`src/design/image_framer_with_crc16_macros.svh`:
```
// Assertion macros shared by the framer.
`ifndef IMAGE_FRAMER_WITH_CRC16_MACROS_SVH
`define IMAGE_FRAMER_WITH_CRC16_MACROS_SVH

// Same-cycle implication, checked on every clock edge out of reset.
`define IFR_ASSERT_NOW(label, ante, cons, msg) \
    label: assert property (@(posedge i_clk) disable iff (!i_rst_n) \
        (ante) |-> (cons)) else $error(msg);

// Next-cycle implication, checked on every clock edge out of reset.
`define IFR_ASSERT_NEXT(label, ante, cons, msg) \
    label: assert property (@(posedge i_clk) disable iff (!i_rst_n) \
        (ante) |=> (cons)) else $error(msg);

`endif

```
`src/design/ifr_pkg.sv`:
```
package ifr_pkg;

    // Default depth of the queue between the front and back parts.
    localparam int QUEUE_DEPTH = 4;

    // CRC-16/X-25, reflected form.
    localparam logic [15:0] CRC_INIT   = 16'hFFFF;
    localparam logic [15:0] CRC_XOROUT = 16'hFFFF;
    localparam logic [15:0] CRC_POLY   = 16'h8408;

    // Framing bytes.
    localparam logic [7:0] HDR_MARK     = 8'h48;
    localparam logic [7:0] HDR_REVISION = 8'd10;
    localparam logic [7:0] END_MARK     = 8'h45;

    // One classified payload word as it travels through the queue.
    typedef struct packed {
        logic        first;
        logic        last;
        logic [7:0]  data;
        logic [31:0] length;
        logic [15:0] crc;
    } t_entry;

    // Front status seen by the top level.
    typedef struct packed {
        logic in_frame;
    } t_front_status;

endpackage

```
`src/design/ifr_front.sv`:
```
module ifr_front
    import ifr_pkg::*;
(
    input  logic          i_clk,
    input  logic          i_rst_n,
    input  logic          i_push,
    input  logic [7:0]    i_data_byte,
    input  logic          i_last_byte,
    input  logic [31:0]   i_payload_length,
    output t_entry        o_entry,
    output t_front_status o_status
);

    // Bitwise update of the reflected CRC by one byte.
    function automatic logic [15:0] f_crc_byte(input logic [15:0] crc, input logic [7:0] b);
        logic [15:0] c;
        c = crc ^ {8'h00, b};
        for (int k = 0; k < 8; k++) begin
            c = c[0] ? ((c >> 1) ^ CRC_POLY) : (c >> 1);
        end
        return c;
    endfunction

    logic        r_inside;
    logic [15:0] r_crc;
    logic        n_inside;
    logic [15:0] n_crc;
    logic [15:0] crc_base;
    logic [15:0] crc_next;

    // A word that arrives outside a frame opens one with a fresh CRC.
    assign crc_base = r_inside ? r_crc : CRC_INIT;
    assign crc_next = f_crc_byte(crc_base, i_data_byte);

    always_comb begin
        n_inside = r_inside;
        n_crc    = r_crc;
        if (i_push) begin
            n_inside = !i_last_byte;
            n_crc    = i_last_byte ? CRC_INIT : crc_next;
        end
    end

    always_ff @(posedge i_clk) begin
        if (!i_rst_n) begin
            r_inside <= 1'b0;
            r_crc    <= CRC_INIT;
        end else begin
            r_inside <= n_inside;
            r_crc    <= n_crc;
        end
    end

    // The queue entry carries the finished CRC for the trailer.
    assign o_entry.first  = !r_inside;
    assign o_entry.last   = i_last_byte;
    assign o_entry.data   = i_data_byte;
    assign o_entry.length = i_payload_length;
    assign o_entry.crc    = crc_next ^ CRC_XOROUT;

    assign o_status.in_frame = r_inside;

endmodule

```
`src/design/ifr_queue.sv`:
```
module ifr_queue
    import ifr_pkg::*;
#(
    parameter int DEPTH = QUEUE_DEPTH
) (
    input  logic                       i_clk,
    input  logic                       i_rst_n,
    input  logic                       i_push,
    input  t_entry                     i_entry,
    input  logic                       i_pop,
    output t_entry                     o_entry,
    output logic                       o_full,
    output logic                       o_empty,
    output logic [$clog2(DEPTH+1)-1:0] o_count
);

    localparam int PW = $clog2(DEPTH);
    localparam int CW = $clog2(DEPTH + 1);

    t_entry          r_slot [DEPTH];
    logic [PW-1:0]   r_wr_ptr;
    logic [PW-1:0]   r_rd_ptr;
    logic [CW-1:0]   r_count;
    logic            do_push;
    logic            do_pop;

    assign o_full  = (r_count == CW'(DEPTH));
    assign o_empty = (r_count == '0);
    assign o_count = r_count;
    assign do_push = i_push && !o_full;
    assign do_pop  = i_pop && !o_empty;
    assign o_entry = r_slot[r_rd_ptr];

    // Entry storage.
    always_ff @(posedge i_clk) begin
        if (do_push) begin
            r_slot[r_wr_ptr] <= i_entry;
        end
    end

    // Pointers and fill count.
    always_ff @(posedge i_clk) begin
        if (!i_rst_n) begin
            r_wr_ptr <= '0;
            r_rd_ptr <= '0;
            r_count  <= '0;
        end else begin
            if (do_push) begin
                r_wr_ptr <= (r_wr_ptr == PW'(DEPTH - 1)) ? '0 : r_wr_ptr + PW'(1);
            end
            if (do_pop) begin
                r_rd_ptr <= (r_rd_ptr == PW'(DEPTH - 1)) ? '0 : r_rd_ptr + PW'(1);
            end
            if (do_push && !do_pop) begin
                r_count <= r_count + CW'(1);
            end else if (do_pop && !do_push) begin
                r_count <= r_count - CW'(1);
            end
        end
    end

endmodule

```
`src/design/ifr_back.sv`:
```
module ifr_back
    import ifr_pkg::*;
(
    input  logic       i_clk,
    input  logic       i_rst_n,
    input  t_entry     i_entry,
    input  logic       i_empty,
    output logic       o_pop,
    input  logic       i_stall,
    output logic       o_valid,
    output logic [7:0] o_out_byte,
    output logic       o_end_of_frame
);

    // Position of the next byte within one word's output.
    typedef enum logic [3:0] {
        ST_MARK, ST_REV, ST_ZERO0, ST_ZERO1, ST_ZERO2, ST_ZERO3,
        ST_LEN3, ST_LEN2, ST_LEN1, ST_LEN0,
        ST_DATA, ST_END, ST_CRC_HI, ST_CRC_LO
    } t_step;

    logic       r_busy;
    t_step      r_step;
    logic       r_valid;
    logic [7:0] r_byte;
    logic       r_eof;
    t_step      cur_step;
    logic       load;
    logic       emit;
    logic [7:0] sel_byte;

    // A fresh word starts at the header if it opens a frame, else at its data.
    always_comb begin
        if (r_busy) begin
            cur_step = r_step;
        end else if (i_entry.first) begin
            cur_step = ST_MARK;
        end else begin
            cur_step = ST_DATA;
        end
    end

    assign load  = !r_valid || !i_stall;
    assign emit  = load && !i_empty;
    assign o_pop = emit && (((cur_step == ST_DATA) && !i_entry.last) || (cur_step == ST_CRC_LO));

    // Byte selection for the current position.
    always_comb begin
        case (cur_step)
            ST_MARK:   sel_byte = HDR_MARK;
            ST_REV:    sel_byte = HDR_REVISION;
            ST_LEN3:   sel_byte = i_entry.length[31:24];
            ST_LEN2:   sel_byte = i_entry.length[23:16];
            ST_LEN1:   sel_byte = i_entry.length[15:8];
            ST_LEN0:   sel_byte = i_entry.length[7:0];
            ST_DATA:   sel_byte = i_entry.data;
            ST_END:    sel_byte = END_MARK;
            ST_CRC_HI: sel_byte = i_entry.crc[15:8];
            ST_CRC_LO: sel_byte = i_entry.crc[7:0];
            default:   sel_byte = 8'h00;
        endcase
    end

    // Sequencer state and the output register.
    always_ff @(posedge i_clk) begin
        if (!i_rst_n) begin
            r_busy  <= 1'b0;
            r_step  <= ST_MARK;
            r_valid <= 1'b0;
        end else if (load) begin
            r_valid <= !i_empty;
            if (emit) begin
                r_byte <= sel_byte;
                r_eof  <= (cur_step == ST_CRC_LO);
                if (o_pop) begin
                    r_busy <= 1'b0;
                end else begin
                    r_busy <= 1'b1;
                    r_step <= t_step'(cur_step + 4'd1);
                end
            end
        end
    end

    assign o_valid        = r_valid;
    assign o_out_byte     = r_byte;
    assign o_end_of_frame = r_eof;

endmodule

```
`src/design/image_framer_with_crc16.sv`:
```
// Channel | Direction | Handshake         | Word
// input   | in        | i_valid / o_stall | i_data_byte, i_last_byte, i_payload_length
// output  | out       | o_valid / i_stall | o_out_byte, o_end_of_frame
//
// Each input word is queued with its CRC already updated.
// The output side sends one byte per cycle while i_stall is low and the queue holds a word;
// the back sequencer frames N payload bytes as N + 13 bytes with header and trailer.
// Input stalls only while the queue of DEPTH words (QUEUE_DEPTH by default) is full.
// Synchronous active-low reset empties the queue and closes any open frame; no clearing pass.
// The output register accepts a new byte in the same cycle it hands one over.
`include "image_framer_with_crc16_macros.svh"

module image_framer_with_crc16
    import ifr_pkg::*;
#(
    parameter int DEPTH = QUEUE_DEPTH
) (
    input  logic        i_clk,
    input  logic        i_rst_n,
    input  logic        i_valid,
    output logic        o_stall,
    input  logic [7:0]  i_data_byte,
    input  logic        i_last_byte,
    input  logic [31:0] i_payload_length,
    output logic        o_valid,
    input  logic        i_stall,
    output logic [7:0]  o_out_byte,
    output logic        o_end_of_frame
);

    localparam int CW = $clog2(DEPTH + 1);

    t_entry          front_entry;
    t_entry          head_entry;
    t_front_status   front_status;
    logic            q_full;
    logic            q_empty;
    logic [CW-1:0]   q_count;
    logic            push;
    logic            pop;

    // A word is accepted whenever the queue has room.
    assign o_stall = q_full;
    assign push    = i_valid && !q_full;

    ifr_front u_front (
        .i_clk            (i_clk),
        .i_rst_n          (i_rst_n),
        .i_push           (push),
        .i_data_byte      (i_data_byte),
        .i_last_byte      (i_last_byte),
        .i_payload_length (i_payload_length),
        .o_entry          (front_entry),
        .o_status         (front_status)
    );

    ifr_queue #(
        .DEPTH (DEPTH)
    ) u_queue (
        .i_clk   (i_clk),
        .i_rst_n (i_rst_n),
        .i_push  (push),
        .i_entry (front_entry),
        .i_pop   (pop),
        .o_entry (head_entry),
        .o_full  (q_full),
        .o_empty (q_empty),
        .o_count (q_count)
    );

    ifr_back u_back (
        .i_clk          (i_clk),
        .i_rst_n        (i_rst_n),
        .i_entry        (head_entry),
        .i_empty        (q_empty),
        .o_pop          (pop),
        .i_stall        (i_stall),
        .o_valid        (o_valid),
        .o_out_byte     (o_out_byte),
        .o_end_of_frame (o_end_of_frame)
    );

    // Consistency checks across the front and the queue.
    `IFR_ASSERT_NOW(a_count_bound, 1'b1, q_count <= CW'(DEPTH), "queue count above depth")
    `IFR_ASSERT_NOW(a_no_idle_stall, q_count == '0, !o_stall, "stall with empty queue")
    `IFR_ASSERT_NEXT(a_last_closes, push && i_last_byte, !front_status.in_frame, "frame open")
    `IFR_ASSERT_NEXT(a_first_opens, push && !i_last_byte, front_status.in_frame, "frame shut")

endmodule
```
`config.mk`:
```
export PLATFORM = sky130hd
export DESIGN_NAME = image_framer_with_crc16
export DESIGN_NICKNAME = d
export VERILOG_FILES = /design/src/design/ifr_pkg.sv /design/src/design/ifr_front.sv /design/src/design/ifr_queue.sv /design/src/design/ifr_back.sv /design/src/design/image_framer_with_crc16.sv
export VERILOG_INCLUDE_DIRS = /design/src /design/src/design
export SDC_FILE = /design/constraint.sdc
export NUM_CORES = 1
export LEC_CHECK = 0
export BUFFER_PORTS_ARGS = -buffer_cell sky130_fd_sc_hd__buf_2
export CORE_MARGIN = 5
export CORE_UTILIZATION = 25
export DETAILED_ROUTE_END_ITERATION = 10
export PLACE_DENSITY = 0.49
export REMOVE_ABC_BUFFERS = 1
export SYNTH_ARGS = -nofsm -noshare
export SYNTH_HDL_FRONTEND = slang
export SYNTH_SLANG_ARGS = --single-unit
```
`constraint.sdc`:
```
create_clock -name i_clk -period 3.79 [get_ports i_clk]
set_input_delay 0.5685 -clock i_clk [delete_from_list [all_inputs] [get_ports i_clk]]
set_output_delay 0.5685 -clock i_clk [all_outputs]
set_load 0.02 [all_outputs]
```
# [Yosys cells after proc, flatten, opt, wreduce, memory -nomap -nowiden]
# Memories as Yosys holds them, arrays and structs flattened. A register that Yosys moved wholly into a read port is not among the register bits.
# Index checks and enable logic that the tools add are counted.
[word_totals] out_inout_bits=11 in_bits=45 reg_bits=39 memories=1 mem_bits_rw=232 wordCells=86
[memory_table] memory="u_queue.r_slot" depth=4 word_bits=58 rd=1 rd_clocked_by_memory_dff=1 write_ports=1 line="ifr_queue.sv:20" text="t_entry r_slot [DEPTH];"
[classes] n_bitwise=11 add_sub_neg=5 muxes=22 n_reduce_logical=25 n_eq_ne=12
[op_table] op="16-bit two-way mux" count=10
[op_table] op="8-bit case mux with 10 select lines" count=1
[op_table] op="4-bit equality test, second input constant" count=6
[op_table] op="2-bit NOT with 3-bit output" count=8
[op_table] op="16-bit NOT" count=1
[op_table] op="16-bit by 8-bit bitwise XOR with 16-bit output" count=1
[op_table] op="1-bit zero test" count=9
[op_table] op="4-bit by 3-bit equality test with 1-bit output, second input constant" count=2
[op_table] op="1-bit logical AND" count=8
[op_table] op="2-bit two-way mux" count=4
[op_table] op="4-bit two-way mux" count=2
[op_table] op="3-bit two-way mux" count=2
[op_table] op="3-bit AND reduction" count=2
[op_table] op="2-bit by 1-bit adder with 2-bit output, second input constant" count=2
[op_table] op="4-bit by 1-bit adder with 4-bit output, second input constant" count=1
[op_table] op="2-bit equality test, second input constant" count=2
[op_table] op="4-bit by 1-bit equality test with 1-bit output, second input constant" count=1
[op_table] op="4-bit zero test" count=1
[op_table] op="3-bit by 1-bit adder with 3-bit output, second input constant" count=1
[op_table] op="3-bit equality test, second input constant" count=1
[op_table] op="3-bit zero test" count=1
[op_table] op="1-bit two-way mux" count=3
[op_table] op="3-bit by 1-bit subtractor with 3-bit output, second input constant" count=1
[op_table] op="1-bit logical OR" count=2
[op_table] op="other kinds (3)" count=3

# [Logic depth before layout (Yosys ltp)]
# Gate-level depths: netlist of run 1.
[depth] depth_word=19 mapped_depth=14 ltp_nobuf=13

# [Modules after synthesis]
# From an unflattened synthesis of run 1, not the netlist that was laid out.
[hier_totals] cells_unflattened=650 area_unflattened_um2=11509.8
[modules_own_cells] module="ifr_queue" instances=1 area_each_um2=8867.3 seq_area_each_um2=7146.9 cells_per_inst=354
[modules_own_cells] module="ifr_front" instances=1 area_each_um2=1520.2 seq_area_each_um2=340.3 cells_per_inst=180
[modules_own_cells] module="ifr_back" instances=1 area_each_um2=1108.6 seq_area_each_um2=390.4 cells_per_inst=115
[modules_own_cells] module="image_framer_with_crc16" instances=1 area_each_um2=13.8 seq_area_each_um2=0.0 cells_per_inst=1

# [Worst setup path after synthesis of run 1]
# Ideal clock, no wire load.
[synth_timing] kind="reg2reg" start="register with a tool-made name" end="register u_queue.r_count[2], in the netlist u_queue.o_count[2]" path_buffers=1 slack_ns=0.526 arrival_time_ns=3.189 setup_ns=0.076 period_less_slack_ns=3.264 stages_incl_launch_ff=15 required_time_ns=3.714 cell_sequence="dfxtp_1 buf_6 mux4_2 nand2_1 o21a_1 inv_1 ha_1 and4_1 o21ai_1 ha_1 inv_1 fa_1 xor2_1 or3_1 a21boi_0"
[synth_lines] element="to (signal assigned)" line="ifr_queue.sv:55" text="r_count <= r_count + CW'(1);"
[synth_lines] element="to (signal assigned)" line="ifr_queue.sv:57" text="r_count <= r_count - CW'(1);"
[synth_lines] element="to (decl)" line="ifr_queue.sv:23" text="logic [CW-1:0] r_count;"

==> results of run 1 <==
[placed cells by master, fill, tap and decap left out, types with 6 or more instances in the layout]
| cell | instances |
|---|---|
| edfxtp_1 | 241 |
| nor3b_1 | 9 |
| ha_1 | 10 |
| clkbuf_16 | 29 |
| nand2b_1 | 6 |
| buf_2 | 55 |
| inv_1 | 12 |
| nand2_1 | 39 |
| mux4_1 | 11 |
| nor2_1 | 16 |
| a22oi_1 | 21 |
| buf_4 | 12 |
| dfxtp_1 | 30 |
| clkinv_2 | 7 |
| xor2_1 | 6 |
| buf_12 | 6 |
| mux4_2 | 47 |
| nand3_1 | 7 |
| a21oi_1 | 14 |
| o21ai_0 | 7 |
| xnor2_1 | 24 |
[state kept, by name, summed over array words and instances, names as in the netlist, named ones only]
| name | count |
|---|---|
| u_back.o_end_of_frame | 1 |
| u_back.o_out_byte | 8 |
| u_back.o_valid | 1 |
| u_back.r_busy | 1 |
| u_back.r_step | 4 |
| u_front.o_status | 1 |
| u_front.r_crc | 16 |
| u_queue.o_count | 3 |
| u_queue.r_rd_ptr | 2 |
| u_queue.r_slot | 232 |
| u_queue.r_wr_ptr | 2 |
[through the flow]
| stage | area [sq um] | util, % | std cells | hold slack (ns) |
|---|---|---|---|---|
| after global placement | 12000 | 27.8 | 1221 | 0.468 |
| after detailed placement | 12000 | 27.8 | 1221 | 0.472 |
| after global routing | 12900 | 29.9 | 1274 | 0.223 |
| final | 12900 | 30.0 | 1279 | 0.247 |
| after CTS | 12900 | 29.9 | 1274 | 0.223 |
| after floorplan | 10800 | - | 563 | 0.453 |
[final cells by class]
type | count | area share [%]
flip-flops and latches | 273 | 60.9
clock buffers | 36 | 6.04
repair buffers | 73 | 3.75
clock inverters | 17 | 1.24
diodes | 5 | 0.0967
well taps | 585 | 5.66
inverters | 12 | 0.348
multi-input cells | 278 | 22.0
[power breakdown]
part / internal (mW) / switching (mW)
clock: 1.66 / 1.13
sequential: 3.68 / 0.128
combinational: 0.466 / 0.764
[synth_stat cells, types with 3 or more instances]
cell type | count | area (sq um)
o2bb2ai_1 | 3 | 26.3
a21oi_1 | 14 | 70.1
inv_1 | 12 | 45.0
nor3b_1 | 9 | 67.6
nand2b_1 | 6 | 37.5
o21ai_0 | 7 | 35.0
clkbuf_1 | 12 | 45.0
a22oi_1 | 21 | 158
and2_1 | 9 | 56.3
a31oi_1 | 5 | 31.3
xnor2_1 | 24 | 210
nand2_1 | 39 | 146
nor2_1 | 16 | 60.1
mux4_1 | 11 | 289
mux2i_1 | 5 | 50.1
a21boi_0 | 4 | 30.0
edfxtp_1 | 241 | 7240
ha_1 | 10 | 125
a32oi_1 | 4 | 35.0
nand3_1 | 7 | 35.0
dfxtp_1 | 32 | 641
nor2b_1 | 5 | 31.3
xor2_1 | 6 | 52.6
buf_2 | 12 | 60.1
mux4_2 | 47 | 1060
nor3_1 | 3 | 15.0
[final timing paths]
check,from,endpoint,slack (ns),cells after the start
setup reg to reg,register,u_queue.o_count[2],0.43,13
setup / recovery,register,u_queue.o_count[2],0.43,13
hold / removal,i_payload_length[23],u_queue.r_slot[2][39],0.25,1
hold reg to reg,u_back.o_valid,u_back.o_valid,0.48,2
[cell families after synthesis]
group	count (synthesis)	synth area share, %
adder cells (fa/ha/maj)	11	1.33
buffers and inverters	42	2.11
AO/OA/AOI/OAI	69	4.37
flip-flops	273	72.0
AND/OR/NAND/NOR	103	4.76
multiplexers	63	12.8
XOR/XNOR	32	2.70
[per-layer routing]
layer  GRT usage [%]  vias up
met3            2.36       34
li1                -     2514
met5               0        -
met4            2.09        2
met2            16.3       77
met1            13.8     2808
==> impl_metrics.tcl, run 1 <==
set metrics [dict create \
    status "finished, final reports clean" \
    syn2layout_area_growth_pct 18.2 \
    io_buffers 55 \
    critPathTopFamily "adder cells" \
    max_slew_margin_pct 42.8 \
    postSynth.asyncResetShare_pct 0 \
    synth.avg_cell_area_sq_um 18.5 \
    fmax_mhz 298 \
    cp_data_required_time_ns 4.25 \
    final.setup.worst_slack_ns 0.431 \
    power_mw 7.84 \
    cts.clk_slew.worst_paths_ns 0.06 \
    place_ws_ns 0.449 \
    fin_crit_sh_pct 88.6 \
    rsz0062_at_grt "no" \
    rows 76 \
    power.leakage_nw 4.18 \
    power_density_nw_per_um2 605 \
    wl_met2_um 11800 \
    wl_per_cell_um 19.1 \
    hold_path.class "in -> reg" \
    multiInputGateArea_sq_um 2840 \
    clkSinkCount 273 \
    antenna_left 0 \
    yosys_most_used_dff "edfxtp_1" \
    dp_hpwl_um 15300 \
    initial_core_util_pct 25.4 \
    io-pin-count 56 \
    worst_slew_pin_slew_ns 0.852 \
    numCtsBuffers 29 \
    synth_cell_types 46 \
    hold_viol_final 0 \
    crit_path_start_kind "register" \
    finalSetupViolCount 0 \
    syn_inst 593 \
    skew_ns 0.0109 \
    die_w_um 219 \
    grt_overflow_total 0 \
    drv_slew 0 \
    grt_start_max_net_pins 59 \
    cts_resized 0 \
    cts_hold_buf 0 \
    grt_pass1_vias 5591 \
    core_sq_um 43200 \
    drt_wl_total_um 24400 \
    nNetsFinal 723 \
    register_area_sq_um 7880 \
    critPathArrivalTime_ns 3.82 \
    antenna_found_initial 5 \
    met3_length_um 1160 \
    crit_chain "mux4_2 -> nand2_1 -> o21a_1 -> inv_1 -> ha_1 -> and4_1 -> o21ai_1 -> ha_1 -> inv_1 -> fa_1 -> xor2_1 -> or3_1 -> a21boi_0" \
    synth_edf_count 241 \
    htreeDepth 1 \
    die_area_sq_um 48100 \
    worstPathMaxFanout 4 \
    fillers 4322 \
    clk_latency_ns 0.54 \
    drive_above_1_share_pct 25.7 \
    fin_setup_tns_ns 0 \
    vias 5435 \
    cpMaxStageDelayCell "mux4_2" \
    synth-seq-area-share_pct 72.0 \
    viasPerCell 4.25 \
    drt_iter0_markers 259 \
    crit_type "reg -> reg" \
    cap_violations 0 \
    ir_worst_vdd_mv 0.333 \
    track_usage_pct 10.0 \
    critical_path.max_stage_delay_ns 0.53 \
    yosys_warnings 0 \
    wl_met1_um 11000 \
    finalWorstPathRequiredPeriod_ns 3.36 \
    cts_tree "built" \
    synth_area_sq_um 10900 \
    ys_ff_latch 273 \
    routed.top_layer "met5" \
    cts-root-buf "clkbuf_16" \
    post_cts_buffers 0 \
    critPathCaptureType "register" \
    dr.pass1.iters 4 \
    routabilityCongestion 0.754 \
    die_h_um 219 \
    grt_first_pass_wirelength_um 36500 \
    clock_path_buffers 3 \
    cp_num_buf_inv 2 \
    drc_errors 0 \
]
(Power assumes the default switching activity.)
==> run 2, diff against run 1 <==
--- a/config.mk
+++ b/config.mk
@@ -10,7 +10,6 @@
 export CORE_MARGIN = 5
 export CORE_UTILIZATION = 25
 export DETAILED_ROUTE_END_ITERATION = 10
-export PLACE_DENSITY = 0.49
 export REMOVE_ABC_BUFFERS = 1
 export SYNTH_ARGS = -nofsm -noshare
 export SYNTH_HDL_FRONTEND = slang
==> constraint.sdc (replaced) <==
create_clock -name i_clk -period 3.79 [get_ports i_clk]
set_input_delay 0.5685 -clock i_clk [delete_from_list [all_inputs] [get_ports i_clk]]
set_output_delay 0.5685 -clock i_clk [all_outputs]
set_load 0.05 [all_outputs]
==> impl_metrics.tcl, run 2 (synthesis gave the netlist of run 1 again) <==
set metrics [dict create \
    status "finished, final reports clean" \
    multiInputGateArea_sq_um 2840 \
    die_w_um 219 \
    power.leakage_nw 4.09 \
    layout_commonest_cell "edfxtp_1" \
    routabilityCongestion 0.740 \
    critPathCaptureType "register" \
    crit_type "reg -> reg" \
    drc_errors 0 \
    core_sq_um 43200 \
    rsz0062_at_grt "no" \
    ir_worst_vdd_mv 0.351 \
    cap_violations 0 \
    drive_above_1_share_pct 23.9 \
    grt_first_pass_wirelength_um 35800 \
    utilization_pct 29.5 \
    drv_slew 0 \
    io-pin-count 56 \
    dp_hpwl_um 14800 \
    wl_per_cell_um 18.4 \
    power.share.clock_pct 32.7 \
    nNetsFinal 717 \
    fillers 4296 \
    fmax_mhz 290 \
    clk_latency_ns 0.54 \
    fin_crit_sh_pct 91.0 \
    final_cells 1270 \
    cp_data_required_time_ns 4.25 \
    syn2layout_area_growth_pct 16.5 \
    skew_ns 0.0128 \
    p_comb_share_pct 16.9 \
    crit_path_start_kind "register" \
    initial_core_util_pct 25.4 \
    cts_tree "built" \
    critPathArrivalTime_ns 3.91 \
    final_cell_mix "edfxtp_1, buf_2, mux4_2" \
    cts_hold_buf 0 \
    p_switching_mw 2.06 \
    htreeDepth 1 \
    critical_path.max_stage_delay_ns 0.53 \
    r2r_cells 13 \
    clock_path_buffers 3 \
    post_cts_buffers 0 \
    crit_chain "mux4_2 -> nand2_1 -> o21a_1 -> inv_1 -> ha_1 -> and4_1 -> o21ai_1 -> ha_1 -> inv_1 -> fa_1 -> xor2_1 -> or3_1 -> a21boi_0" \
    cts-root-buf "clkbuf_16" \
    worst_slew_pin_slew_ns 0.925 \
    largest_register_ffs 232 \
    grt_start_max_net_pins 59 \
    hold_viol_final 0 \
    viasPerCell 4.33 \
    hold_path.class "in -> reg" \
    drt_wl_total_um 23400 \
    power_density_nw_per_um2 595 \
    dr.pass1.iters 7 \
    rows 76 \
    critPathTopFamily "adder cells" \
    finalWorstPathRequiredPeriod_ns 3.45 \
    io_buffers 55 \
    finalSetupViolCount 0 \
    register_area_sq_um 7880 \
    p_int_mw 5.53 \
    reg2reg_slack_ns 0.34 \
    track_usage_pct 9.72 \
    placed_cells 1216 \
    clkSinkCount 273 \
    min_path_cells 1 \
    timing.critical_path.depth 13 \
    drt_iter0_markers 387 \
    fin_setup_tns_ns 0 \
    die_h_um 219 \
    worstPathMaxFanout 4 \
    cts.clk_slew.worst_paths_ns 0.06 \
    die_area_sq_um 48100 \
    power_frac_seq_pct 50.4 \
    vias 5499 \
    sw_frac_of_total_pct 27.1 \
    antenna_found_initial 5 \
    numCtsBuffers 28 \
    max_slew_margin_pct 37.9 \
    grt_overflow_total 0 \
    cpMaxStageDelayCell "mux4_2" \
    cp_num_buf_inv 2 \
    cts_resized 0 \
    hold_slack_ns 0.245 \
    antenna_left 0 \
    grt_pass1_vias 5615 \
    regMostFlops "u_queue.r_slot" \
]
[run 2: final cells by class]
| type | count | share of cell area [%] |
|---|---|---|
| diodes | 2 | 0.0392 |
| clock buffers | 42 | 5.99 |
| clock inverters | 10 | 0.471 |
| inverters | 12 | 0.353 |
| multi-input cells | 278 | 22.3 |
| flip-flops and latches | 273 | 61.8 |
| well taps | 585 | 5.74 |
| repair buffers | 68 | 3.32 |
[run 2: metal layers]
layer	vias to the layer above	share of wire [%]	track usage, %
met3	38	6.0	2.37
met2	140	46	15.0
li1	2497	-	-
met4	6	2.0	2.34
met1	2818	46	13.9
met5	-	0.16	0
[run 2: stage by stage]
| step | setup slack (ns) | instance area (sq um) | total power [mW] |
|---|---|---|---|
| final | 0.343 | 12800 | 7.59 |
| after global routing | 0.105 | 12700 | 7.94 |
| after CTS | 0.340 | 12700 | 7.68 |
| after detailed placement | 0.394 | 11900 | 5.19 |
| after global placement | 0.477 | 11900 | 5.16 |
| after floorplan | -1.71 | 10800 | 4.74 |
[run 2: final timing paths]
path | startpoint | end
min reg2reg | u_front.r_crc[14] | u_front.r_crc[14]
max reg2reg | register | u_queue.o_count[2]
min | i_payload_length[8] | u_queue.r_slot[1][24]
max | register | u_queue.o_count[2]
[run 2: worst reg2reg max path, stage by stage, from the launching register on]
cell	delay, ns
dfxtp_4	0.35
mux4_2	0.53
nand2_1	0.13
o21a_1	0.18
inv_1	0.07
ha_1	0.23
and4_1	0.23
o21ai_1	0.29
ha_1	0.26
inv_1	0.06
fa_1	0.39
xor2_1	0.18
or3_1	0.30
a21boi_0	0.16
[run 2: power groups by stage]
stage | combinational (mW) | sequential, mW | clock [mW]
2_1_floorplan | 0.733 | 4.01 | 0
3_3_place_gp | 1.28 | 3.88 | 0
3_5_place_dp | 1.30 | 3.89 | 0
4_1_cts | 1.30 | 3.83 | 2.55
5_1_grt | 1.40 | 3.86 | 2.69
6_report | 1.28 | 3.82 | 2.48
==> run 3, diff against run 2 <==
--- a/config.mk
+++ b/config.mk
@@ -11,6 +11,7 @@
 export CORE_UTILIZATION = 25
 export DETAILED_ROUTE_END_ITERATION = 10
 export REMOVE_ABC_BUFFERS = 1
+export SETUP_SLACK_MARGIN = 0.4
 export SYNTH_ARGS = -nofsm -noshare
 export SYNTH_HDL_FRONTEND = slang
 export SYNTH_SLANG_ARGS = --single-unit
==> impl_metrics.tcl, run 3 (synthesis gave the netlist of run 1 again) <==
set metrics [dict create \
    utilization_pct 29.6 \
    htreeDepth 1 \
    layout_commonest_cell "edfxtp_1" \
    finalSetupViolCount 0 \
    hold_path.class "in -> reg" \
    power.leakage_nw 4.10 \
    cts-root-buf "clkbuf_16" \
    clock_path_buffers 3 \
    status "finished, final reports clean" \
    rows 76 \
    place_ws_ns 0.394 \
    fin_crit_sh_pct 85.0 \
    final_cell_mix "edfxtp_1, buf_2, mux4_2" \
    wl_per_cell_um 18.5 \
    largest_register_ffs 232 \
    cts_hold_buf 0 \
    skew_ns 0.0122 \
    grt_first_pass_wirelength_um 35800 \
    die_area_sq_um 48100 \
    dp_hpwl_um 14800 \
    syn2layout_area_growth_pct 16.8 \
    dr.pass1.iters 5 \
    io-pin-count 56 \
    power_density_nw_per_um2 596 \
    grt_overflow_total 0 \
    vias 5536 \
    viasPerCell 4.35 \
    fillers 4296 \
    worst_slew_pin_slew_ns 0.914 \
    multiInputGateArea_sq_um 2860 \
    grt_pass1_vias 5618 \
    core_sq_um 43200 \
    cts_tree "built" \
    die_h_um 219 \
    fmax_mhz 310 \
    critPathArrivalTime_ns 3.68 \
    final.setup.worst_slack_ns 0.569 \
    cap_violations 0 \
    crit_type "reg -> reg" \
    design_area_sq_um 12800 \
    initial_core_util_pct 25.4 \
    max_slew_margin_pct 38.6 \
    clk_latency_ns 0.54 \
    cp_data_required_time_ns 4.25 \
    routabilityCongestion 0.740 \
    worstPathMaxFanout 4 \
    finalWorstPathRequiredPeriod_ns 3.22 \
    io_buffers 55 \
    grt_start_max_net_pins 59 \
    critPathCaptureType "register" \
    track_usage_pct 9.72 \
    nNetsFinal 720 \
    drive_above_1_share_pct 24.9 \
    crit_path_start_kind "register" \
    regMostFlops "u_queue.r_slot" \
    hold_viol_final 0 \
    numCtsBuffers 28 \
    drv_slew 0 \
    rsz0062_at_grt "no" \
    cts.clk_slew.worst_paths_ns 0.06 \
    die_w_um 219 \
    register_area_sq_um 7880 \
    drt_iter0_markers 373 \
    drc_errors 0 \
    antenna_found_initial 5 \
    ir_worst_vdd_mv 0.349 \
    drt_wl_total_um 23500 \
    place_area_sq_um 11900 \
    antenna_left 0 \
    clkSinkCount 273 \
]
-- run 3: changes by cell type in the layout (fill, tap and decap cells not counted), sizes merged --
| cell | change |
|---|---|
| buf | +3 |
-- run 3: layout make-up --
class                           instances  area share, %
Sequential cell                       273           61.6
Multi-Input combinational cell        278           22.3
Clock buffer                           42           5.97
Tap cell                              585           5.72
Timing Repair Buffer                   71           3.48
Clock inverter                         10          0.470
Inverter                               12          0.352
Antenna cell                            2         0.0391
-- run 3: timing repair --
action	4_1_cts	5_1_grt
pin swaps	0	2
endpoints found under the hold margin	0	0
setup endpoints to repair	1	1
buffers inserted	0	3
resized for setup	1	4
-- run 3: metrics by stage --
stage                     std cells  setup TNS (ns)  hold slack (ns)  power, mW
final                          1273               0            0.245       7.62
after global routing           1271               0            0.223       7.97
after CTS                      1268               0            0.218       7.69
after detailed placement       1216               0            0.471       5.19
after global placement         1216               0            0.467       5.16
after floorplan                 563          -16.70            0.453       4.74
-- run 3: worst max-delay path: stages (launching register included) --
cell	delay, ns
dfxtp_4	0.35
mux4_2	0.54
nand2_2	0.10
o21a_1	0.16
inv_1	0.07
ha_2	0.20
and4_4	0.20
o21ai_2	0.21
ha_2	0.24
inv_1	0.05
fa_1	0.38
xor2_1	0.18
or3_1	0.30
a21boi_0	0.16
-- run 3: report_power, final --
part / total, mW / internal (mW) / switching (mW)
combinational: 1.31 / 0.470 / 0.841
sequential: 3.83 / 3.69 / 0.143
clock: 2.48 / 1.39 / 1.09
-- run 3: metal layers --
| metal | vias to the layer above | track usage [%] | wire length, um |
|---|---|---|---|
| met3 | 36 | 2.37 | 1530 |
| li1 | 2502 | - | - |
| met2 | 161 | 15.0 | 10800 |
| met1 | 2831 | 13.9 | 10700 |
| met4 | 6 | 2.34 | 454 |
| met5 | - | 0 | 38 |
-- run 3: worst paths after layout --
path | startpoint | slack (ns) | cells after the start | end
worst max-delay path | register | 0.57 | 13 | u_queue.o_count[2]
worst min-delay path | i_payload_length[8] | 0.25 | 1 | u_queue.r_slot[2][24]
worst max register to register | register | 0.57 | 13 | u_queue.o_count[2]
worst min register to register | u_front.r_crc[14] | 0.49 | 2 | u_front.r_crc[14]
